### src/design/afd_pkg.sv
// ---------------------------------------------------------------------------
// afd_pkg: shared types and constants for the floor-divide ALU
// Operation codes, item payload structs and the per-cell pipeline record.
// ---------------------------------------------------------------------------
package afd_pkg;

    localparam int DATA_W  = 32;
    localparam int OP_W    = 4;
    localparam int SHAMT_W = 5;
    // one divider cell per quotient bit
    localparam int NUM_CELLS = DATA_W;

    localparam logic [OP_W-1:0] OP_ADD = 4'd0;
    localparam logic [OP_W-1:0] OP_SUB = 4'd1;
    localparam logic [OP_W-1:0] OP_MUL = 4'd2;
    localparam logic [OP_W-1:0] OP_DIV = 4'd3;
    localparam logic [OP_W-1:0] OP_MOD = 4'd4;
    localparam logic [OP_W-1:0] OP_SHL = 4'd5;
    localparam logic [OP_W-1:0] OP_SAR = 4'd6;
    localparam logic [OP_W-1:0] OP_AND = 4'd7;
    localparam logic [OP_W-1:0] OP_OR  = 4'd8;
    localparam logic [OP_W-1:0] OP_XOR = 4'd9;

    typedef struct packed {
        logic [OP_W-1:0]          operation;
        logic signed [DATA_W-1:0] operand_b;
        logic signed [DATA_W-1:0] operand_c;
    } t_in;

    typedef struct packed {
        logic signed [DATA_W-1:0] result;
        logic                     divide_error;
    } t_out;

    // Record carried from cell to cell.
    typedef struct packed {
        logic              valid;
        logic [OP_W-1:0]   op;
        logic [DATA_W-1:0] alt;   // result of a non-divide operation
        logic [DATA_W-1:0] num;   // dividend bits shifting out, quotient bits in
        logic [DATA_W-1:0] rem;   // partial remainder
        logic [DATA_W-1:0] den;   // divisor magnitude
        logic              sb;    // dividend sign
        logic              sc;    // divisor sign
        logic              dz;    // divisor is zero
    } t_cell;

endpackage

### src/design/afd_entry.sv
// ---------------------------------------------------------------------------
// afd_entry: operand decode stage
// Computes the non-divide results and prepares magnitudes for the divider row.
// ---------------------------------------------------------------------------
module afd_entry (
    input  logic           i_clk,
    input  logic           i_rst_n,
    input  logic           i_adv,
    input  logic           i_valid,
    input  afd_pkg::t_in   i_in,
    output afd_pkg::t_cell o_cell
);

    afd_pkg::t_cell r_cell;
    afd_pkg::t_cell n_cell;

    logic [afd_pkg::SHAMT_W-1:0] sh;
    logic [afd_pkg::DATA_W-1:0]  ub;
    logic [afd_pkg::DATA_W-1:0]  uc;

    always_comb begin
        ub = i_in.operand_b;
        uc = i_in.operand_c;
        sh = uc[afd_pkg::SHAMT_W-1:0];

        n_cell       = '0;
        n_cell.valid = i_valid;
        n_cell.op    = i_in.operation;
        n_cell.sb    = ub[afd_pkg::DATA_W-1];
        n_cell.sc    = uc[afd_pkg::DATA_W-1];
        n_cell.dz    = (uc == '0);
        // magnitude of the most negative value still fits unsigned
        n_cell.num   = n_cell.sb ? (~ub + 1'b1) : ub;
        n_cell.den   = n_cell.sc ? (~uc + 1'b1) : uc;
        n_cell.rem   = '0;

        case (i_in.operation)
            afd_pkg::OP_ADD: n_cell.alt = ub + uc;
            afd_pkg::OP_SUB: n_cell.alt = ub - uc;
            afd_pkg::OP_MUL: n_cell.alt = ub * uc;
            afd_pkg::OP_SHL: n_cell.alt = ub << sh;
            afd_pkg::OP_SAR: n_cell.alt = $unsigned($signed(ub) >>> sh);
            afd_pkg::OP_AND: n_cell.alt = ub & uc;
            afd_pkg::OP_OR:  n_cell.alt = ub | uc;
            afd_pkg::OP_XOR: n_cell.alt = ub ^ uc;
            default:         n_cell.alt = '0;
        endcase
    end

    always_ff @(posedge i_clk) begin
        if (!i_rst_n) begin
            r_cell.valid <= 1'b0;
        end else if (i_adv) begin
            r_cell.valid <= n_cell.valid;
        end
        if (i_adv) begin
            r_cell.op  <= n_cell.op;
            r_cell.alt <= n_cell.alt;
            r_cell.num <= n_cell.num;
            r_cell.rem <= n_cell.rem;
            r_cell.den <= n_cell.den;
            r_cell.sb  <= n_cell.sb;
            r_cell.sc  <= n_cell.sc;
            r_cell.dz  <= n_cell.dz;
        end
    end

    assign o_cell = r_cell;

endmodule

### config.mk
export PLATFORM = sky130hd
export DESIGN_NAME = afd_entry
export DESIGN_NICKNAME = d
export VERILOG_FILES = /design/src/design/afd_pkg.sv /design/src/design/afd_entry.sv
export SDC_FILE = /design/constraint.sdc
export NUM_CORES = 2
export LEC_CHECK = 0
export BUFFER_PORTS_ARGS = -buffer_cell sky130_fd_sc_hd__buf_2
export CORE_MARGIN = 3
export CORE_UTILIZATION = 43
export CTS_BUF_LIST = sky130_fd_sc_hd__clkbuf_8 sky130_fd_sc_hd__clkbuf_16
export DETAILED_ROUTE_END_ITERATION = 8
export HOLD_SLACK_MARGIN = 0.12
export MAX_ROUTING_LAYER = met4
export SLEW_MARGIN = 20
export SYNTH_ARGS = -nofsm -noshare
export SYNTH_HDL_FRONTEND = slang
export SYNTH_SLANG_ARGS = --single-unit
### constraint.sdc
create_clock -name i_clk -period 15.1 [get_ports i_clk]
set_input_delay 2.265 -clock i_clk [delete_from_list [all_inputs] [get_ports i_clk]]
set_output_delay 2.265 -clock i_clk [all_outputs]
set_load 0.1 [all_outputs]
==> reports/results.ini <==
[placement]
place_area_mm2 = 0.02854
gp_congestion = 1.061
io_buffers = 175
dp_hpwl_um = 89850

[floorplanning]
fp.dieArea_mm2 = 0.06603
placementRows = 91
coreArea_mm2 = 0.06205
start_util = 0.4364
dieHeight_um = 257.0
pin_count = 208
die_width_um = 257.0

[timing]
setup_tns_ns = 0
finalHoldViolCount = 0
relSlewSlack = 0.1791
slew_violations = 0
period_needed_ns = 10.75
fmax_mhz = 92.99
setup_violations = 0
fin_worst_skew_ns = 0
fin_hold_ws_ns = 0.5478
tightestPinTransition_ns = 1.222
rsz0062_at_grt = false
period_share = 0.7122

[critical_path]
crit_type = input pin to flip-flop
r2r_slack_ns = 14.49
crit_path_start_kind = input pin
cp_data_arrival_time_ns = 10.92
r2r_end = o_cell[135]$_SDFFE_PN0P_
crit_path_max_fanout = 37
crit_required_ns = 15.27
worst-r2r-cell-count = 2
reg2reg_from = o_cell[135]$_SDFFE_PN0P_
end_kind = flip-flop

[grt]
antenna_found_initial = 9
grt_max_degree = 63
grt_pass1_vias = 25050
grt_pass1_wl_um = 176900
track_usage = 0.3826
overflow = 0

[hold_path]
whs_path_depth = 2
holdCritStartpoint = o_cell[135]$_SDFFE_PN0P_
hp-class = flip-flop to flip-flop
hold_end = o_cell[135]$_SDFFE_PN0P_

[drt]
routed_wl_um = 122900
routed_via_density = 6.199
drtIter0Drc = 3044
drtPass1Iterations = 6
via_count = 24670
drc = 0
detail_route.wl_per_cell_um = 30.89
antenna_left = 0

[synthesis]
synth_cell_types = 79
ys_seq_elements = 104
syn_avg_cell_area_um2 = 8.756
ys_warn_count = 0
syn_area_mm2 = 0.02708
netlist.area_leader.share = 0.3023
synth_top_area_cell = fa_1
synth_cells = 3093
synth_enable_flop_cells = 103
synth_ff_type = edfxtp_1
ys_seq_area_frac = 0.1150
synthTopCellsByArea = fa_1 30%, edfxtp_1 11%, ha_1 10%
ys_async_sr_fraction = 0

[clock_tree]
holdBufCountCts = 0
htreeDepth = 3
cts_sinks = 104
cts_buffers = 9
tritoncts = done
ctsRootBufferMaster = clkbuf_16
clkTransAtPathRegs_ns = 0.10
cts_buffer_depth = 2
post_cts.repair.setup_buffers = 0
cts_resized = 0
clk_latency_ns = 0.40

[final_layout]
nNetsFinal = 3832
drive_gt1_frac = 0.1085
final_cell_mix = 471 x nor2_1, 433 x inv_1, 409 x fa_1, 328 x nand2_1, 221 x ha_1
final_util = 0.4654
largest_reg_flops = 104
final_area_mm2 = 0.02888
final_common_cell = nor2_1
syn_to_final_growth_pct = 6.635

[run]
cap_violations = 0

[status]
status = completed

==> synthesized netlist by cell type, types with 5 or more instances <==
| cell | number |
|---|---|
| o221ai_1 | 5 |
| nor2_1 | 471 |
| a221o_1 | 9 |
| a31oi_1 | 8 |
| nor4_1 | 6 |
| and3_1 | 10 |
| nor2b_1 | 13 |
| xor2_1 | 25 |
| a211o_1 | 8 |
| mux2i_1 | 42 |
| o21a_1 | 14 |
| a211oi_1 | 14 |
| a22oi_1 | 13 |
| buf_1 | 47 |
| buf_2 | 12 |
| nor3b_1 | 8 |
| buf_4 | 32 |
| nor3_1 | 34 |
| or3_1 | 16 |
| fa_1 | 409 |
| xnor2_1 | 161 |
| nand2_1 | 328 |
| nand2b_1 | 14 |
| a21o_1 | 24 |
| o211ai_1 | 21 |
| clkinv_1 | 12 |
| ha_1 | 221 |
| a21oi_1 | 76 |
| inv_1 | 436 |
| mux4_2 | 63 |
| and2_1 | 8 |
| edfxtp_1 | 103 |
| o2111ai_1 | 5 |
| a221oi_1 | 26 |
| nand4_1 | 13 |
| o31ai_1 | 23 |
| inv_2 | 6 |
| o21ai_0 | 112 |
| nand3_1 | 28 |
| clkbuf_1 | 143 |
==> logic make-up after synthesis <==
family / Yosys count / synth area share
other: 1 / 0.0001385
and+or+nand+nor: 975 / 0.1519
muxes: 107 / 0.06875
DFF: 104 / 0.1150
xor gates and xnor gates: 187 / 0.06099
buffers and inverters: 688 / 0.1004
adders and majority gates: 630 / 0.4045
AOI/OAI and AO/OA: 401 / 0.09846
==> critical path, stage by stage <==
cell	delay (ns)
buf_2	0.08
buf_4	0.38
clkinv_1	0.87
buf_4	0.59
nor2_1	0.21
fa_1	0.43
inv_1	0.08
fa_1	0.43
fa_1	0.49
fa_1	0.55
inv_1	0.05
fa_1	0.51
inv_1	0.06
fa_1	0.53
inv_1	0.05
fa_1	0.49
fa_1	0.42
ha_1	0.36
and3_1	0.24
a311o_1	0.33
a2111oi_0	0.70
nor4_1	0.15
o21ai_0	0.19
o31ai_1	0.10
a221o_1	0.33
==> stage by stage <==
step                      setup WS (ns)  instances
after floorplan                   4.905       3124
after global placement            4.066       3956
after detailed placement          4.050       3956
after CTS                         4.455       3972
after global routing              3.994       3976
final                             4.346       3980
==> per-layer routing <==
layer | routed length, um | global-route usage | up-vias | share of wire
li1 | - | - | 10040 | -
met5 | 0 | - | - | 0
met3 | 16020 | 0.1187 | 419 | 0.13
met4 | 7938 | 0.2011 | 0 | 0.065
met2 | 51860 | 0.5420 | 1823 | 0.42
met1 | 47130 | 0.4910 | 12390 | 0.38
==> cell type report <==
cell class              instances  area [um2]
repair buffers                229        1289
multi-input cells            2332       21390
flip-flops and latches        104        3113
clock inverters                 7       91.34
clock buffers                   9       225.2
well taps                     837        1047
fillers                      6048       33180
diodes                          8       20.02
inverters                     454        1705
==> how the worst max path moves through the flow <==
stage,startpoint,end,slack (ns),depth (start not counted)
after detailed placement,i_in[3],o_cell[129]$_DFFE_PP_,4.05,25
after global routing,i_in[3],o_cell[129]$_DFFE_PP_,3.99,26
after global placement,i_in[3],o_cell[129]$_DFFE_PP_,4.07,25
after CTS,i_in[3],o_cell[129]$_DFFE_PP_,4.46,25
after floorplan,i_in[2],o_cell[129]$_DFFE_PP_,4.90,26
final,i_in[3],o_cell[129]$_DFFE_PP_,4.35,25
Power is left out: the tool's default activity adds up to more than one toggle a clock period on the data nets, which glitch-free logic cannot reach.
