File: src/design/afd_pkg.sv
// ---------------------------------------------------------------------------
// afd_pkg: shared types and constants for the floor-divide ALU
// Operation codes, item payload structs and the per-cell pipeline record.
// ---------------------------------------------------------------------------
package afd_pkg;

    localparam int DATA_W  = 32;
    localparam int OP_W    = 4;
    localparam int SHAMT_W = 5;
    // one divider cell per quotient bit
    localparam int NUM_CELLS = DATA_W;

    localparam logic [OP_W-1:0] OP_ADD = 4'd0;
    localparam logic [OP_W-1:0] OP_SUB = 4'd1;
    localparam logic [OP_W-1:0] OP_MUL = 4'd2;
    localparam logic [OP_W-1:0] OP_DIV = 4'd3;
    localparam logic [OP_W-1:0] OP_MOD = 4'd4;
    localparam logic [OP_W-1:0] OP_SHL = 4'd5;
    localparam logic [OP_W-1:0] OP_SAR = 4'd6;
    localparam logic [OP_W-1:0] OP_AND = 4'd7;
    localparam logic [OP_W-1:0] OP_OR  = 4'd8;
    localparam logic [OP_W-1:0] OP_XOR = 4'd9;

    typedef struct packed {
        logic [OP_W-1:0]          operation;
        logic signed [DATA_W-1:0] operand_b;
        logic signed [DATA_W-1:0] operand_c;
    } t_in;

    typedef struct packed {
        logic signed [DATA_W-1:0] result;
        logic                     divide_error;
    } t_out;

    // Record carried from cell to cell.
    typedef struct packed {
        logic              valid;
        logic [OP_W-1:0]   op;
        logic [DATA_W-1:0] alt;   // result of a non-divide operation
        logic [DATA_W-1:0] num;   // dividend bits shifting out, quotient bits in
        logic [DATA_W-1:0] rem;   // partial remainder
        logic [DATA_W-1:0] den;   // divisor magnitude
        logic              sb;    // dividend sign
        logic              sc;    // divisor sign
        logic              dz;    // divisor is zero
    } t_cell;

endpackage

File: src/design/afd_fixup.sv
// ---------------------------------------------------------------------------
// afd_fixup: sign and floor correction, output register
// Turns magnitude quotient/remainder into floored results and picks the item.
// ---------------------------------------------------------------------------
module afd_fixup (
    input  logic           i_clk,
    input  logic           i_rst_n,
    input  logic           i_adv,
    input  afd_pkg::t_cell i_cell,
    output logic           o_valid,
    output afd_pkg::t_out  o_out
);

    logic                       r_valid;
    afd_pkg::t_out              r_out;
    afd_pkg::t_out              n_out;

    logic                       neg;
    logic                       adj;
    logic [afd_pkg::DATA_W-1:0] quot;
    logic [afd_pkg::DATA_W-1:0] modv;

    always_comb begin
        neg = i_cell.sb ^ i_cell.sc;
        // nonzero remainder with sign opposite the divisor: step quotient down
        adj = (i_cell.rem != '0) && neg;

        if (adj) begin
            quot = ~i_cell.num;
        end else if (neg) begin
            quot = ~i_cell.num + 1'b1;
        end else begin
            quot = i_cell.num;
        end

        if (adj) begin
            modv = i_cell.sc ? (i_cell.rem - i_cell.den) : (i_cell.den - i_cell.rem);
        end else begin
            modv = i_cell.sb ? (~i_cell.rem + 1'b1) : i_cell.rem;
        end

        n_out = '0;
        case (i_cell.op)
            afd_pkg::OP_DIV: begin
                n_out.divide_error = i_cell.dz;
                n_out.result       = i_cell.dz ? '0 : quot;
            end
            afd_pkg::OP_MOD: begin
                n_out.divide_error = i_cell.dz;
                n_out.result       = i_cell.dz ? '0 : modv;
            end
            default: begin
                n_out.result = i_cell.alt;
            end
        endcase
    end

    always_ff @(posedge i_clk) begin
        if (!i_rst_n) begin
            r_valid <= 1'b0;
        end else if (i_adv) begin
            r_valid <= i_cell.valid;
        end
    end

    always_ff @(posedge i_clk) begin
        if (i_adv) begin
            r_out <= n_out;
        end
    end

    assign o_valid = r_valid;
    assign o_out   = r_out;

endmodule

File: config.mk
export PLATFORM = sky130hd
export DESIGN_NAME = afd_fixup
export DESIGN_NICKNAME = d
export VERILOG_FILES = /design/src/design/afd_pkg.sv /design/src/design/afd_fixup.sv
export SDC_FILE = /design/constraint.sdc
export NUM_CORES = 1
export LEC_CHECK = 0
export ABC_AREA = 1
export BUFFER_PORTS_ARGS = -buffer_cell sky130_fd_sc_hd__buf_2
export CORE_MARGIN = 2
export CORE_UTILIZATION = 45
export CTS_BUF_LIST = sky130_fd_sc_hd__clkbuf_8
export CTS_CLUSTER_DIAMETER = 40
export DETAILED_ROUTE_END_ITERATION = 10
export PLACE_DENSITY = 0.68
export SETUP_SLACK_MARGIN = 0.2
export SYNTH_ARGS = -nofsm -noshare
export SYNTH_HDL_FRONTEND = slang
export SYNTH_SLANG_ARGS = --single-unit
File: constraint.sdc
create_clock -name i_clk -period 2.1 [get_ports i_clk]
set_input_delay 0 -clock i_clk [delete_from_list [all_inputs] [get_ports i_clk]]
set_output_delay 0 -clock i_clk [all_outputs]
set_load 0.05 [all_outputs]
==> results of run 1 <==
[repair_timing]
| item | CTS | global route |
|---|---|---|
| hold buffers | 15 | 0 |
| endpoints found under the setup margin | 5 | 30 |
| gates resized for setup | 6 | 111 |
| pin swaps | 1 | 13 |
| hold endpoints to repair | 14 | 0 |
[stage by stage]
stage               instance area (um2)  hold slack (ns)  util, %  setup WS (ns)
floorplan                          8070           0.0935        -          0.339
global placement                  10400            0.235     59.8         -0.124
detailed placement                10400            0.253     59.8         -0.159
CTS                               10700          0.00329     61.3          0.200
global route                      11100          0.00499     63.5          0.178
finish                            11100          0.00485     63.5          0.283
[placed cells by master, fill, tap and decap left out, types with 22 or more instances in the layout]
| cell type | count |
|---|---|
| nand3_1 | 162 |
| nand2_1 | 538 |
| edfxtp_1 | 33 |
| nor2_1 | 131 |
| nand2_2 | 27 |
| inv_1 | 225 |
| o21ai_0 | 49 |
| ha_1 | 53 |
| xor2_1 | 22 |
| buf_4 | 162 |
| buf_2 | 172 |
| a21oi_1 | 58 |
[worst max-delay path by stage]
stage,endpoint,slack [ns],cells past startpoint
detailed placement,o_out[16]$_DFFE_PP_,-0.16,15
global route,o_out[31]$_DFFE_PP_,0.18,17
global placement,o_out[30]$_DFFE_PP_,-0.12,14
CTS,o_out[20]$_DFFE_PP_,0.20,16
finish,o_out[10]$_DFFE_PP_,0.28,15
floorplan,o_out[21]$_DFFE_PP_,0.34,13
[sequential cells by signal, summed over array words and instances (netlist names)]
| register | flops |
|---|---|
| o_out | 33 |
| o_valid | 1 |
[power breakdown]
part / leakage [nW] / total [mW] / switching [mW] / internal [mW]
logic: 5.70 / 2.58 / 1.62 / 0.964
registers: 0.330 / 0.838 / 0.0196 / 0.818
clock network: 0.0472 / 0.560 / 0.295 / 0.265
total: 6.08 / 3.98 / 1.94 / 2.05
[cell type report]
class	instances	area, um2
clock buffers	6	82.6
clock inverters	2	12.5
fillers	1754	6360
inverters	230	863
multi-input cells	1216	6460
flip-flops and latches	34	1010
well taps	225	282
repair buffers	356	2350
[per-layer routing]
layer | share of wire, % | global-route usage, % | vias up
met1 | 44 | 46.0 | 4828
met5 | 0.081 | 0 | -
met3 | 6.4 | 3.69 | 65
li1 | - | - | 5487
met4 | 3.3 | 9.86 | 4
met2 | 46 | 57.1 | 418
[cells by family (layout without fill, tap and decap cells)]
family	Yosys count	in the layout	share of synthesized area, %
compound gates	175	175	12.3
simple gates	948	948	49.2
flops	34	34	12.5
mux	1	1	0.124
xor+xnor	24	24	2.61
buf+inv	260	594	12.5
fa+ha+maj	68	68	10.7
[worst max-delay path, delay by kind of cell]
kind / cells / cell delay, ns
buffers and inverters: 6 / 0.59
AND/OR/NAND/NOR: 7 / 0.79
AO/OA/AOI/OAI: 1 / 0.16
adder cells (fa/ha/maj): 1 / 0.32
==> flow_metrics.tcl, run 1 <==
set metrics [dict create \
    wl_um 33400 \
    cts_buffer_depth 2 \
    status "finished, final reports clean" \
    hold_path_class "in2reg" \
    period_needed_ns 1.82 \
    cts_tree "done" \
    r2r_start "o_valid$_SDFFE_PN0P_" \
    cts_htree_levels 2 \
    synth_common_cells "nand2_1 (565), inv_1 (227), nand3_1 (172)" \
    numPortBuffers 172 \
    drive_gt1_share_pct 25.2 \
    power_density_nw_per_um2 360 \
    core_region_area_um2 17400 \
    crit_top_cell "inv_1" \
    via_count 10800 \
    worstReg2RegEnd "o_valid$_SDFFE_PN0P_" \
    drv_cap 0 \
    ys_seq_area_share_pct 12.5 \
    diodes 0 \
    slowest_delay_ns 0.32 \
    initialDrtViolationCount 806 \
    ir_drop_mv 0.362 \
    syn_inst 1510 \
    syn_area_um2 8070 \
    finClkSkew_ns 0 \
    crit_path_start_kind "input port" \
    areaGrowthSynthToFinish_pct 37.1 \
    die_h_um 138 \
    worstSetupPathType "in2reg" \
    finalCritPeriodShare_pct 86.5 \
    start_util_pct 46.3 \
    grt_pass1_wl_um 49900 \
    holdPathEnd "o_out[18]$_DFFE_PP_" \
    grt_overflow 0 \
    dieArea_um2 19000 \
    path_clk_slew_ns 0.09 \
    crit_path_start "i_cell[10]" \
    critPathMaxFanout 3 \
    setup_viol 0 \
    nNetsFinal 2050 \
    clk_latency_ns 0.31 \
    gp_congestion 0.971 \
    rr_worst_depth 3 \
    rsz0062_at_grt "yes" \
    grtUsageTotal_pct 34.0 \
    clock_sinks 34 \
    placedCellCount 2046 \
    boundaryPins 173 \
    required_ns 2.15 \
    slew_headroom_pct 42.3 \
    rows 48 \
    syn_avg_cell_area_um2 5.34 \
    ant_nets 0 \
    arrival_ns 1.87 \
    cts_buffers 5 \
    finalHoldViolCount 0 \
    ys_types 45 \
    dp_hpwl_um 27900 \
    min_from "i_cell[116]" \
    antenna_found_initial 3 \
    grt_max_degree 42 \
    die_x_um 138 \
    wl_per_cell_um 16.2 \
    fin_setup_tns_ns 0 \
    finalMaxSlewViolations 0 \
    firstDrtPassIters 5 \
    crit_slowest_cell "ha_1" \
    worst_slew_pin_slew_ns 0.865 \
    fmax_ghz 0.550 \
    synth_area_leaders "nand2_1 (26%), edfxtp_1 (12%), nand3_1 (11%)" \
    async_reset_ff_share_pct 0 \
    grt_pass1_vias 9638 \
    cp_cell_sequence "buf_2 -> inv_1 -> ha_1 -> nand2_2 -> inv_1 -> nand2_1 -> nand2_1 -> buf_4 -> inv_1 -> nand4_1 -> buf_4 -> nand3b_1 -> nand3_1 -> o211ai_1 -> nand3_1" \
    cp-end-kind "flop" \
    synthFlopType "edfxtp_1" \
    synth_area_leader_cell "nand2_1" \
    yosysWarningCount 0 \
    yosys.cell_count.top_type "nand2_1" \
    synth_edf_count 33 \
    drc_errors 0 \
    hold_path_depth 3 \
    routed_via_density 5.22 \
    synth_fp_nets 1717 \
    leakage_nw 6.08 \
    stdcell_count 2069 \
    yosys.area.top_type_share_pct 26.3 \
    cts_root_buffer "clkbuf_8" \
    ys_ff_latch 34 \
    power_mw 3.98 \
    rrSetupSlack_ns 0.87 \
    cts_setup_buffers 0 \
]
No activity file was read; power rests on OpenSTA's default activity.
==> run 2, diff against run 1 <==
PLACE_DENSITY = 0.65   (was 0.68)
SLEW_MARGIN = 20   (was not set)
==> run 2 against run 1 <==
  * The flow now finishes with violations (hold timing)
  * Clock skew unchanged
  * Flip-flop and latch count stayed put
  * Cell count barely moved
  * First-iteration DRC count increased by 13%
  * Worst setup slack lost 0.0039 ns
  * Via count up 1.7%
  * Maximum frequency fell by 0.21%
  * Clock-buffer cell count did not move
  * Critical path depth increased by 1
  * Cell area fell by 0.94%
  * Sequential share of layout area increased by 0.087 points
==> flow_metrics.tcl, run 2 (synthesis gave the netlist of run 1 again) <==
set metrics [dict create \
    firstDrtPassIters 7 \
    cts_tree "done" \
    areaGrowthSynthToFinish_pct 35.8 \
    layout_common_cells "nand2_1 (546), inv_1 (227), buf_2 (172)" \
    period_needed_ns 1.82 \
    core_region_area_um2 17400 \
    drc_errors 0 \
    grt_max_degree 36 \
    postLayoutCellArea_um2 11000 \
    rows 48 \
    finalHoldViolCount 1 \
    start_util_pct 46.3 \
    finClkSkew_ns 0 \
    path_clk_slew_ns 0.07 \
    crit_top_cell "nand2_1" \
    cts_buffers 5 \
    finalMaxSlewViolations 0 \
    fin_util_pct 62.9 \
    boundaryPins 173 \
    grt_pass1_wl_um 49200 \
    layout_commonest_cell "nand2_1" \
    ir_drop_mv 0.300 \
    crit_path_start_kind "input port" \
    initialDrtViolationCount 914 \
    slowest_delay_ns 0.31 \
    die_h_um 138 \
    dieArea_um2 19000 \
    largest_register_ffs 33 \
    pre_cts_ws_ns -0.198 \
    setup_viol 0 \
    worst_slew_pin_slew_ns 0.852 \
    antenna_found_initial 1 \
    worstSetupPathType "in2reg" \
    clk_latency_ns 0.30 \
    grt_pass1_vias 9509 \
    slew_headroom_pct 43.2 \
    numPortBuffers 172 \
    wl_per_cell_um 16.1 \
    diodes 0 \
    dp_hpwl_um 27600 \
    drive_gt1_share_pct 24.1 \
    grt_overflow 0 \
    finalCritPeriodShare_pct 86.7 \
    fmax_ghz 0.549 \
    arrival_ns 1.87 \
    violations "hold timing" \
    gp_congestion 0.957 \
    leakage_nw 6.08 \
    rsz0062_at_grt "yes" \
    ant_nets 0 \
    wl_um 33200 \
    nNetsFinal 2049 \
    hold_path_class "in2reg" \
    drv_cap 0 \
    cts_htree_levels 2 \
    die_x_um 138 \
    fin_setup_tns_ns 0 \
    power_mw 3.94 \
    grtUsageTotal_pct 33.4 \
    routed_via_density 5.31 \
    cts_buffer_depth 2 \
    postPlaceCellArea_um2 10400 \
    cp-end-kind "flop" \
    cp_cell_sequence "buf_2 -> inv_1 -> ha_1 -> buf_4 -> nand2_1 -> inv_1 -> a21oi_2 -> nand2_1 -> nand2_1 -> nand2_1 -> nand2_1 -> nand3_1 -> nand3b_1 -> nand3_1 -> nand2_1 -> nand2_1" \
    status "finished, violations left" \
    via_count 11000 \
    layout_setup_ws_ns 0.279 \
    holdWs_ns -0.00478 \
    required_ns 2.15 \
    clock_sinks 34 \
    power_density_nw_per_um2 360 \
    crit_slowest_cell "ha_1" \
    critPathMaxFanout 4 \
    cts_root_buffer "clkbuf_8" \
]
[run 2: cell count changes in the layout (fill, tap and decap cells not counted), moves of 3 or more]
cell,before,now
nor2_1,131,134
ha_1,53,58
nand3_2,10,7
a21oi_1,58,53
a21oi_2,9,14
nor2_4,14,9
nand3_1,162,167
nand2_2,27,20
nand2_1,538,546
ha_2,6,3
[run 2: final timing paths]
check | from | endpoint | slack (ns) | cells past startpoint
setup / recovery | i_cell[8] | o_out[27]$_DFFE_PP_ | 0.28 | 16
hold / removal | i_cell[108] | o_out[10]$_DFFE_PP_ | -0.005 | 3
hold reg to reg | o_valid$_SDFFE_PN0P_ | o_valid$_SDFFE_PN0P_ | 1.08 | 3
setup reg to reg | o_valid$_SDFFE_PN0P_ | o_valid$_SDFFE_PN0P_ | 0.91 | 3
[run 2: per-layer routing]
metal,part of all wire (%),routed length [um],GRT usage (%),up-vias
li1,-,-,-,5468
met1,43,14200,45.4,4968
met2,46,15300,55.4,486
met3,7.7,2540,3.51,65
met4,3.6,1190,10.5,2
met5,0.030,10,0,-
[run 2: what timing repair did]
item                       CTS  global route
resized for setup            6            82
setup buffers                0             6
hold endpoints to repair    12             0
pin swaps                    0            10
hold buffers                13             0
setup endpoints to repair    8            26
cloned                       0             1
[run 2: through the flow]
step                std cells  hold WS (ns)
finish                   2068      -0.00478
global route             2068       0.00917
CTS                      2061       0.00204
detailed placement       2040         0.251
global placement         2040         0.237
floorplan                1510        0.0935
[run 2: worst max-delay path, delay by kind of cell]
kind	cells	cell delay, ns
compound gates	1	0.18
simple gates	10	1.01
fa+ha+maj	1	0.31
buf+inv	4	0.38
[run 2: final cells by class]
class	instances	area (um2)
tap	225	282
multi-input combinational	1216	6340
inverter	230	863
clock inverter	2	7.51
sequential	34	1010
timing repair buffer	355	2370
clock buffer	6	82.6
fill	1826	6460
[run 2: report_power, final]
group	total (mW)	switching [mW]	internal, mW
Sequential	0.838	0.0195	0.818
Clock	0.530	0.272	0.258
Combinational	2.57	1.61	0.964
Total	3.94	1.90	2.04
