### src/design/afd_pkg.sv
// ---------------------------------------------------------------------------
// afd_pkg: shared types and constants for the floor-divide ALU
// Operation codes, item payload structs and the per-cell pipeline record.
// ---------------------------------------------------------------------------
package afd_pkg;

    localparam int DATA_W  = 32;
    localparam int OP_W    = 4;
    localparam int SHAMT_W = 5;
    // one divider cell per quotient bit
    localparam int NUM_CELLS = DATA_W;

    localparam logic [OP_W-1:0] OP_ADD = 4'd0;
    localparam logic [OP_W-1:0] OP_SUB = 4'd1;
    localparam logic [OP_W-1:0] OP_MUL = 4'd2;
    localparam logic [OP_W-1:0] OP_DIV = 4'd3;
    localparam logic [OP_W-1:0] OP_MOD = 4'd4;
    localparam logic [OP_W-1:0] OP_SHL = 4'd5;
    localparam logic [OP_W-1:0] OP_SAR = 4'd6;
    localparam logic [OP_W-1:0] OP_AND = 4'd7;
    localparam logic [OP_W-1:0] OP_OR  = 4'd8;
    localparam logic [OP_W-1:0] OP_XOR = 4'd9;

    typedef struct packed {
        logic [OP_W-1:0]          operation;
        logic signed [DATA_W-1:0] operand_b;
        logic signed [DATA_W-1:0] operand_c;
    } t_in;

    typedef struct packed {
        logic signed [DATA_W-1:0] result;
        logic                     divide_error;
    } t_out;

    // Record carried from cell to cell.
    typedef struct packed {
        logic              valid;
        logic [OP_W-1:0]   op;
        logic [DATA_W-1:0] alt;   // result of a non-divide operation
        logic [DATA_W-1:0] num;   // dividend bits shifting out, quotient bits in
        logic [DATA_W-1:0] rem;   // partial remainder
        logic [DATA_W-1:0] den;   // divisor magnitude
        logic              sb;    // dividend sign
        logic              sc;    // divisor sign
        logic              dz;    // divisor is zero
    } t_cell;

endpackage

### src/design/afd_div_cell.sv
// ---------------------------------------------------------------------------
// afd_div_cell: one restoring divide step
// Brings down the next dividend bit, trial-subtracts, shifts in a quotient bit.
// ---------------------------------------------------------------------------
module afd_div_cell (
    input  logic           i_clk,
    input  logic           i_rst_n,
    input  logic           i_adv,
    input  afd_pkg::t_cell i_cell,
    output afd_pkg::t_cell o_cell
);

    afd_pkg::t_cell r_cell;
    afd_pkg::t_cell n_cell;

    logic [afd_pkg::DATA_W:0] trial;
    logic [afd_pkg::DATA_W:0] diff;

    always_comb begin
        trial  = {i_cell.rem, i_cell.num[afd_pkg::DATA_W-1]};
        diff   = trial - {1'b0, i_cell.den};
        n_cell = i_cell;
        if (!diff[afd_pkg::DATA_W]) begin
            n_cell.rem = diff[afd_pkg::DATA_W-1:0];
            n_cell.num = {i_cell.num[afd_pkg::DATA_W-2:0], 1'b1};
        end else begin
            n_cell.rem = trial[afd_pkg::DATA_W-1:0];
            n_cell.num = {i_cell.num[afd_pkg::DATA_W-2:0], 1'b0};
        end
    end

    always_ff @(posedge i_clk) begin
        if (!i_rst_n) begin
            r_cell.valid <= 1'b0;
        end else if (i_adv) begin
            r_cell.valid <= n_cell.valid;
        end
        if (i_adv) begin
            r_cell.op  <= n_cell.op;
            r_cell.alt <= n_cell.alt;
            r_cell.num <= n_cell.num;
            r_cell.rem <= n_cell.rem;
            r_cell.den <= n_cell.den;
            r_cell.sb  <= n_cell.sb;
            r_cell.sc  <= n_cell.sc;
            r_cell.dz  <= n_cell.dz;
        end
    end

    assign o_cell = r_cell;

endmodule

### config.mk
export PLATFORM = sky130hd
export DESIGN_NAME = afd_div_cell
export DESIGN_NICKNAME = d
export VERILOG_FILES = /design/src/design/afd_pkg.sv /design/src/design/afd_div_cell.sv
export SDC_FILE = /design/constraint.sdc
export NUM_CORES = 1
export LEC_CHECK = 0
export BUFFER_PORTS_ARGS = -buffer_cell sky130_fd_sc_hd__buf_2
export CAP_MARGIN = 20
export CORE_MARGIN = 5
export CORE_UTILIZATION = 45
export DETAILED_ROUTE_END_ITERATION = 8
export PLACE_DENSITY = 0.74
export SLEW_MARGIN = 40
export SYNTH_ARGS = -nofsm -noshare
export SYNTH_HDL_FRONTEND = slang
export SYNTH_SLANG_ARGS = --single-unit
export TNS_END_PERCENT = 1
### constraint.sdc
create_clock -name i_clk -period 3.9 [get_ports i_clk]
set_input_delay 0.39 -clock i_clk [delete_from_list [all_inputs] [get_ports i_clk]]
set_output_delay 0.39 -clock i_clk [all_outputs]
set_load 0.02 [all_outputs]
==> results of run 1 <==
-- metal layers --
layer / vias to the layer above / global-route usage (%) / wire length, um
met3: 27 / 7.17 / 1670
met2: 203 / 36.1 / 8940
met1: 2241 / 23.3 / 6340
li1: 2303 / - / -
met4: 0 / 7.68 / 372
met5: - / 0 / 0
-- worst reg2reg max path, delay by kind of cell, from the launching register on --
kind	cells	cell delay, ns
simple gates	1	0.06
mux	1	0.12
flops	1	0.31
-- layout make-up --
| class | count | share of cell area, % |
|---|---|---|
| Sequential cell | 136 | 48.1 |
| Multi-Input combinational cell | 275 | 24.1 |
| Timing Repair Buffer | 277 | 16.7 |
| Clock buffer | 17 | 5.02 |
| Tap cell | 180 | 2.66 |
| Clock inverter | 15 | 1.80 |
| Inverter | 38 | 1.68 |
| Antenna cell | 1 | 0.0295 |
-- power by group through the flow --
stage / clock (mW) / sequential (mW) / combinational [mW]
2_1_floorplan: 0 / 2.02 / 0.330
3_3_place_gp: 0 / 1.84 / 0.816
3_5_place_dp: 0 / 1.84 / 0.834
4_1_cts: 1.59 / 1.81 / 0.837
5_1_grt: 1.67 / 1.82 / 0.896
6_report: 1.56 / 1.81 / 0.831
-- per-stage QoR --
| step | area, um^2 | cells | hold slack (ns) | util [%] | worst slack, ns |
|---|---|---|---|---|---|
| 2_1_floorplan | 6300 | 456 | 0.489 | - | 0.906 |
| 3_3_place_gp | 7890 | 906 | 0.494 | 57.1 | 0.589 |
| 3_5_place_dp | 7890 | 906 | 0.522 | 57.1 | 0.526 |
| 4_1_cts | 8470 | 938 | 0.125 | 61.3 | 0.971 |
| 5_1_grt | 8470 | 938 | 0.118 | 61.3 | 0.795 |
| 6_report | 8470 | 939 | 0.141 | 61.3 | 0.952 |
-- final timing paths --
kind                            cells past startpoint           to  slack [ns]
worst max-delay path                               11   o_cell[45]        0.95
worst min-delay path                                1   o_cell[80]        0.14
worst max register to register                      2  o_cell[135]        3.30
worst min register to register                      2  o_cell[135]        0.54
-- cell families (layout without fill, tap and decap cells) --
kind of cell,count (synthesis),count (layout),synth area share [%]
and+or+nand+nor,85,85,6.62
AOI/OAI and AO/OA,113,113,12.2
other,0,1,0
xor gates and xnor gates,24,24,3.34
muxes,20,20,3.58
buffers and inverters,45,347,2.94
adders and majority gates,33,33,6.68
DFF,136,136,64.7
-- cell usage in the layout (no fill, tap or decap), types with 4 or more instances in the layout --
| cell | count |
|---|---|
| buf_2 | 273 |
| edfxtp_1 | 135 |
| inv_1 | 37 |
| a21oi_1 | 35 |
| ha_1 | 32 |
| nand2_1 | 23 |
| nor2_1 | 21 |
| a21o_1 | 18 |
| clkbuf_16 | 17 |
| o21ai_0 | 16 |
| mux2_2 | 16 |
| nand2b_1 | 13 |
| xnor2_1 | 12 |
| xor2_1 | 12 |
| nand3_1 | 6 |
| a31o_2 | 5 |
| a31oi_1 | 4 |
| o21a_1 | 4 |
| nor2b_1 | 4 |
| clkinv_2 | 4 |
==> impl_metrics.yaml, run 1 <==
power_and_ir_drop:
  pwr-share-comb_pct: 19.8
  p_sw_mw: 1.16
  powerDensity_mw_per_mm2: 495
  pwr-share-clk_pct: 37.1
  p_total_mw: 4.20
  internal_power_mw: 3.03
  p_leak_nw: 3.81
  irDropWorstVdd_mv: 0.240
  switching_share_pct: 27.7
  seq_power_share_pct: 43.1
placed_design:
  hpwl_mm: 13.8
  routabilityCongestion: 0.883
  io_buffers: 274
clocking:
  numCtsBuffers: 17
  clk_pin_slew_worst_paths_ns: 0.06
  cts_num_sinks: 136
  cts_tree: "done"
  clockRootBuffer: "clkbuf_16"
  clockBufferDepth: 2
  cts_resized: 0
  cts_hold_buf: 0
  insertion_delay_ns: 0.42
  post_cts_buffers: 0
  htreeDepth: 4
final_layout:
  largest_register_ffs: 136
  final-seq-area_mm2: 0.00407
  multi_input_area_mm2: 0.00204
  area_growth_pct: 34.6
  final_net_count: 917
  drive_gt1_share_pct: 44.9
  fillerInstances: 1147
detailed_routing:
  wl_per_cell_um: 18.4
  antenna_left: 0
  routed-via-count: 4774
  drc_errors: 0
  viasPerCell: 5.08
  drt-initial-drc-count: 267
  first_pass_iters: 4
  routed_wl_mm: 17.3
synthesis:
  synth-seq-cells: 136
  postSynthAreaPerCell_um2: 13.8
  synth_nets: 628
  synth_largest_area_cell: "edfxtp_1"
  synth_cell_types: 54
  syn_inst: 456
  ys_warn_count: 0
  ys.flop_type: "edfxtp_1"
  synth-async-reset-ratio_pct: 0
  synthTopCellsByArea: "edfxtp_1, ha_1, mux2_2, a21oi_1, inv_1"
  syn_area_mm2: 0.00630
  seq_area_frac_synth_pct: 64.7
  synth_common_cells: "edfxtp_1, inv_1, a21oi_1"
  synth-edff-count: 135
  synth_most_common_cell: "edfxtp_1"
  yosysTopAreaCellShare_pct: 64.4
worst_setup_path:
  critPathArrivalTime_ns: 3.12
  cp-end-kind: "register"
  required_ns: 4.07
  crit_slowest_cell: "fa_1"
  rr_startpoint: "o_cell[135]"
  crit_family: "compound AO/OA/AOI/OAI gates"
  critPathLaunch: "i_cell[3]"
  crit_type: "in -> reg"
  cpPeakStageDelay_ns: 0.41
  critical_path.cell_chain: "buf_2 -> ha_1 -> fa_1 -> nor2b_1 -> o31a_1 -> o311ai_1 -> a21o_1 -> a31o_2 -> a211oi_4 -> buf_4 -> mux2_2"
  path_max_fanout: 22
  crit_path_start_kind: "input pin"
  worst-path-buf-inv: 2
grt:
  first_global_vias: 4784
  antenna_found_initial: 0
  gr-total-overflow: 0
  grt_max_degree: 87
  gr-usage-all-layers_pct: 20.7
  grt_first_pass_wirelength_mm: 25.7
flow_run:
  max_cap_violations: 0
die:
  core.rowCount: 43
  ios: 275
  start_util_pct: 45.5
  core_area_mm2: 0.0138
  die_w_um: 128
  die-area_mm2: 0.0165
  die_y_um: 128
sta:
  finalCriticalPeriod_ns: 2.95
  slew_headroom_pct: 65.8
  rsz0062_at_grt: "no"
  skew_ns: 0
  fin_crit_sh_pct: 75.6
  finalMaxSlewViolations: 0
  worstMarginPinSlew_ns: 0.509
  finalSetupViolations: 0
  hold_viol: 0
  setup_tns_ns: 0
  fmax_mhz: 339
hold_path:
  hold_path.class: "in -> reg"
  worstHoldStart: "i_cell[79]"
outcome:
  status: "complete, no violations"
Power figures use the tool's default switching activity.
==> run 2: changes to the inputs <==
- clock period: 3.9 -> 2.8 ns (I/O delays scaled with it)
==> impl_metrics.yaml, run 2 (synthesis results as in run 1) <==
outcome:
  status: "complete, no violations"
flow_run:
  max_cap_violations: 0
sta:
  hold_viol: 0
  setup_slack_ns: 0.142
  finalCriticalPeriod_ns: 2.66
  finalMaxSlewViolations: 0
  skew_ns: 0
  fin_crit_sh_pct: 94.9
  setup_tns_ns: 0
  fmax_mhz: 376
  slew_headroom_pct: 48.8
  worstMarginPinSlew_ns: 0.768
  finalSetupViolations: 0
power_and_ir_drop:
  powerDensity_mw_per_mm2: 672
  irDropWorstVdd_mv: 0.339
  p_leak_nw: 4.22
detailed_routing:
  routed-via-count: 5093
  routed_wl_mm: 19.2
  drc_errors: 0
  antenna_left: 0
  viasPerCell: 5.02
  wl_per_cell_um: 19.0
  drt-initial-drc-count: 232
  first_pass_iters: 7
clocking:
  clk_pin_slew_worst_paths_ns: 0.06
  clockBufferDepth: 2
  cts_num_sinks: 136
  htreeDepth: 4
  cts_tree: "done"
  insertion_delay_ns: 0.41
  clockRootBuffer: "clkbuf_16"
  cts_hold_buf: 0
  numCtsBuffers: 17
grt:
  first_global_vias: 5201
  grt_max_degree: 81
  gr-usage-all-layers_pct: 22.6
  gr-total-overflow: 0
  antenna_found_initial: 1
  grt_first_pass_wirelength_mm: 28.4
die:
  die-area_mm2: 0.0165
  die_w_um: 128
  core_area_mm2: 0.0138
  core.rowCount: 43
  die_y_um: 128
  ios: 275
  start_util_pct: 45.5
worst_setup_path:
  required_ns: 2.96
  path_max_fanout: 15
  cp-end-kind: "register"
  critPathArrivalTime_ns: 2.82
  crit_type: "in -> reg"
  crit_path_start_kind: "input pin"
placed_design:
  hpwl_mm: 14.9
  io_buffers: 274
  dp_slack_ns: -0.348
  routabilityCongestion: 0.897
final_layout:
  layout_commonest_cell: "buf_2"
  final_net_count: 992
  largest_register_ffs: 136
  area_growth_pct: 46.4
  drive_gt1_share_pct: 51.0
  layout_common_cells: "buf_2, edfxtp_1, buf_4"
hold_path:
  hold_path.class: "in -> reg"
## run 2: cell types whose count changed in the layout (fill, tap and decap cells not counted), moves of 2 or more
cell,change
inv_6,+4
clkinv_2,-4
a21oi_2,+3
buf_12,+3
ha_1,-2
ha_4,+2
a21oi_1,-3
buf_4,+70
## run 2: per-layer routing
layer	track usage [%]	wire length (um)
met1	26.4	7110
met2	40.4	10300
met3	6.29	1620
met4	6.87	193
met5	0	13
## run 2: final timing paths
| kind | from | endpoint | slack, ns | cells past startpoint |
|---|---|---|---|---|
| hold / removal | i_cell[132] | o_cell[132] | 0.04 | 1 |
| setup reg to reg | o_cell[135] | o_cell[135] | 2.22 | 2 |
| setup / recovery | i_cell[3] | o_cell[47] | 0.14 | 11 |
| hold reg to reg | o_cell[135] | o_cell[135] | 0.51 | 2 |
## run 2: worst max-delay path, stage by stage
cell and delay [ns]:
buf_2 0.11, ha_1 0.22, fa_2 0.36, nor2b_2 0.15
o31a_1 0.20, o311ai_4 0.10, a21o_1 0.25, a31o_4 0.26
a211oi_4 0.33, buf_12 0.20, mux2_2 0.34
## run 2: through the flow
| step | util [%] | area (um^2) | total power [mW] | cells | hold slack (ns) |
|---|---|---|---|---|---|
| after CTS | 65.7 | 9080 | 6.20 | 1008 | 0.0191 |
| final | 66.7 | 9220 | 6.20 | 1014 | 0.0391 |
| after global placement | 61.2 | 8470 | 3.84 | 976 | 0.457 |
| after detailed placement | 61.2 | 8470 | 3.87 | 976 | 0.459 |
| after global routing | 66.7 | 9220 | 6.47 | 1013 | 0.0149 |
| after floorplan | - | 6310 | 3.28 | 456 | 0.379 |
## run 2: final cells by class
cell class,count,area (um^2)
well taps,180,225
multi-input cells,275,2130
fillers,1082,4610
repair buffers,352,2030
diodes,1,2.50
clock inverters,15,189
clock buffers,17,425
flip-flops and latches,136,4070
inverters,38,143
## run 2: power by group
part           switching (mW)  internal (mW)
logic                   0.771          0.574
registers              0.0527           2.47
clock network           0.908           1.42
total                    1.73           4.46
## run 2: repair_timing
action,in CTS,in global routing
endpoints found under the setup margin,0,29
gates resized for setup,0,12
buffers inserted,0,4
==> run 3: changes to the inputs <==
- CORE_MARGIN: 5 -> unset
- RECOVER_POWER: unset -> 25
==> impl_metrics.yaml, run 3 (synthesis results as in run 1) <==
sta:
  worstMarginPinSlew_ns: 0.494
  fin_crit_sh_pct: 95.7
  finalSetupViolations: 0
  hold_viol: 0
  skew_ns: 0
  finalMaxSlewViolations: 0
  slew_headroom_pct: 67.0
  fmax_mhz: 373
  finalCriticalPeriod_ns: 2.68
hold_path:
  worstHoldStart: "i_cell[128]"
  hold_path_depth: 1
  hold_path.class: "in -> reg"
  holdPathEnd: "o_cell[128]"
worst_setup_path:
  cp.depth: 12
  worst-path-buf-inv: 3
  critPathArrivalTime_ns: 2.85
  r2r_end: "o_cell[135]"
  cp-end-kind: "register"
  crit_path_start_kind: "input pin"
  cpPeakStageDelay_ns: 0.36
  critical_path.cell_chain: "buf_2 -> inv_1 -> ha_1 -> fa_2 -> nor2b_1 -> o31a_1 -> o311ai_2 -> a21o_1 -> a31o_4 -> a211oi_4 -> buf_12 -> mux2_2"
  reg2reg_slack_ns: 2.21
  crit_type: "in -> reg"
  rr_startpoint: "o_cell[135]"
  required_ns: 2.97
  path_max_fanout: 31
  crit_family: "compound AO/OA/AOI/OAI gates"
  worstRegToRegCells: 2
  crit_slowest_cell: "fa_2"
clocking:
  insertion_delay_ns: 0.41
  clockRootBuffer: "clkbuf_16"
  cts_num_sinks: 136
  numCtsBuffers: 17
  htreeDepth: 4
  cts_tree: "done"
  clk_pin_slew_worst_paths_ns: 0.06
  clockBufferDepth: 2
  cts_hold_buf: 0
final_layout:
  layout_commonest_cell: "buf_2"
  diodes: 0
  final_net_count: 985
  fillerInstances: 1064
  stdcell_count: 1001
  fin_util_pct: 66.9
  area_growth_pct: 42.8
  drive_gt1_share_pct: 46.8
  layout_common_cells: "buf_2, edfxtp_1, buf_4"
  largest_register_ffs: 136
die:
  die_y_um: 120
  core.rowCount: 42
  start_util_pct: 46.8
  core_area_mm2: 0.0135
  ios: 275
  die_w_um: 120
  die-area_mm2: 0.0145
detailed_routing:
  antenna_left: 0
  routed_wl_mm: 17.4
  drc_errors: 0
  drt-initial-drc-count: 286
  wl_per_cell_um: 17.3
  first_pass_iters: 4
  viasPerCell: 5.12
  routed-via-count: 5121
grt:
  gr-total-overflow: 0
  first_global_vias: 5085
  gr-usage-all-layers_pct: 24.2
  grt_max_degree: 53
  antenna_found_initial: 0
  grt_first_pass_wirelength_mm: 26.1
power_and_ir_drop:
  switching_share_pct: 27.1
  internal_power_mw: 4.40
  p_leak_nw: 4.09
  p_sw_mw: 1.64
  seq_power_share_pct: 41.7
  irDropWorstVdd_mv: 0.621
  pwr-share-clk_pct: 37.1
  pwr-share-comb_pct: 21.2
  powerDensity_mw_per_mm2: 671
placed_design:
  io_buffers: 274
  routabilityCongestion: 0.883
  placed_cells: 970
  hpwl_mm: 13.4
flow_run:
  max_cap_violations: 0
outcome:
  status: "complete, no violations"
[run 3: how the worst max path moves through the flow]
stage	start	end	slack [ns]
after global placement	i_cell[98]	o_cell[66]	-0.33
after global routing	i_cell[14]	o_cell[47]	-0.0009
after floorplan	i_cell[98]	o_cell[37]	-0.02
after CTS	i_cell[98]	o_cell[50]	0.07
final	i_cell[98]	o_cell[41]	0.12
after detailed placement	i_cell[98]	o_cell[41]	-0.37
[run 3: timing repair]
item,4_1_cts,5_1_grt
buffers inserted,0,0
setup endpoints to repair,0,17
hold endpoints to repair,0,0
gates resized for setup,0,2
[run 3: per-layer routing]
| layer | GRT usage, % | vias up | routed length (um) |
|---|---|---|---|
| li1 | - | 2449 | - |
| met1 | 27.4 | 2443 | 6660 |
| met2 | 42.9 | 197 | 9030 |
| met3 | 6.98 | 32 | 1270 |
| met4 | 9.80 | 0 | 408 |
| met5 | 0 | - | 0 |
[run 3: final cells by class]
class | count | area [um^2] | share of cell area [%]
Timing Repair Buffer | 345 | 1910 | 21.2
Sequential cell | 136 | 4070 | 45.3
Clock buffer | 19 | 433 | 4.81
Clock inverter | 12 | 150 | 1.67
Multi-Input combinational cell | 275 | 2060 | 22.9
Tap cell | 176 | 220 | 2.45
Inverter | 38 | 143 | 1.59
[run 3: power groups by stage]
stage / clock [mW] / combinational [mW] / sequential, mW
4_1_cts: 2.29 / 1.29 / 2.52
2_1_floorplan: 0 / 0.463 / 2.82
3_3_place_gp: 0 / 1.25 / 2.55
5_1_grt: 2.36 / 1.38 / 2.53
6_report: 2.24 / 1.28 / 2.52
3_5_place_dp: 0 / 1.28 / 2.56
[run 3: stage by stage]
step | worst slack, ns | hold WS, ns | TNS (ns) | total power, mW | area, um^2
after global placement | -0.327 | 0.457 | -7.34 | 3.81 | 8420
after floorplan | -0.0169 | 0.379 | -0.220 | 3.28 | 6310
after global routing | -0.000918 | 0.0121 | -0.00171 | 6.27 | 8990
final | 0.121 | 0.0313 | 0 | 6.04 | 8990
after detailed placement | -0.367 | 0.458 | -8.45 | 3.84 | 8420
after CTS | 0.0684 | 0.00993 | 0 | 6.10 | 9000
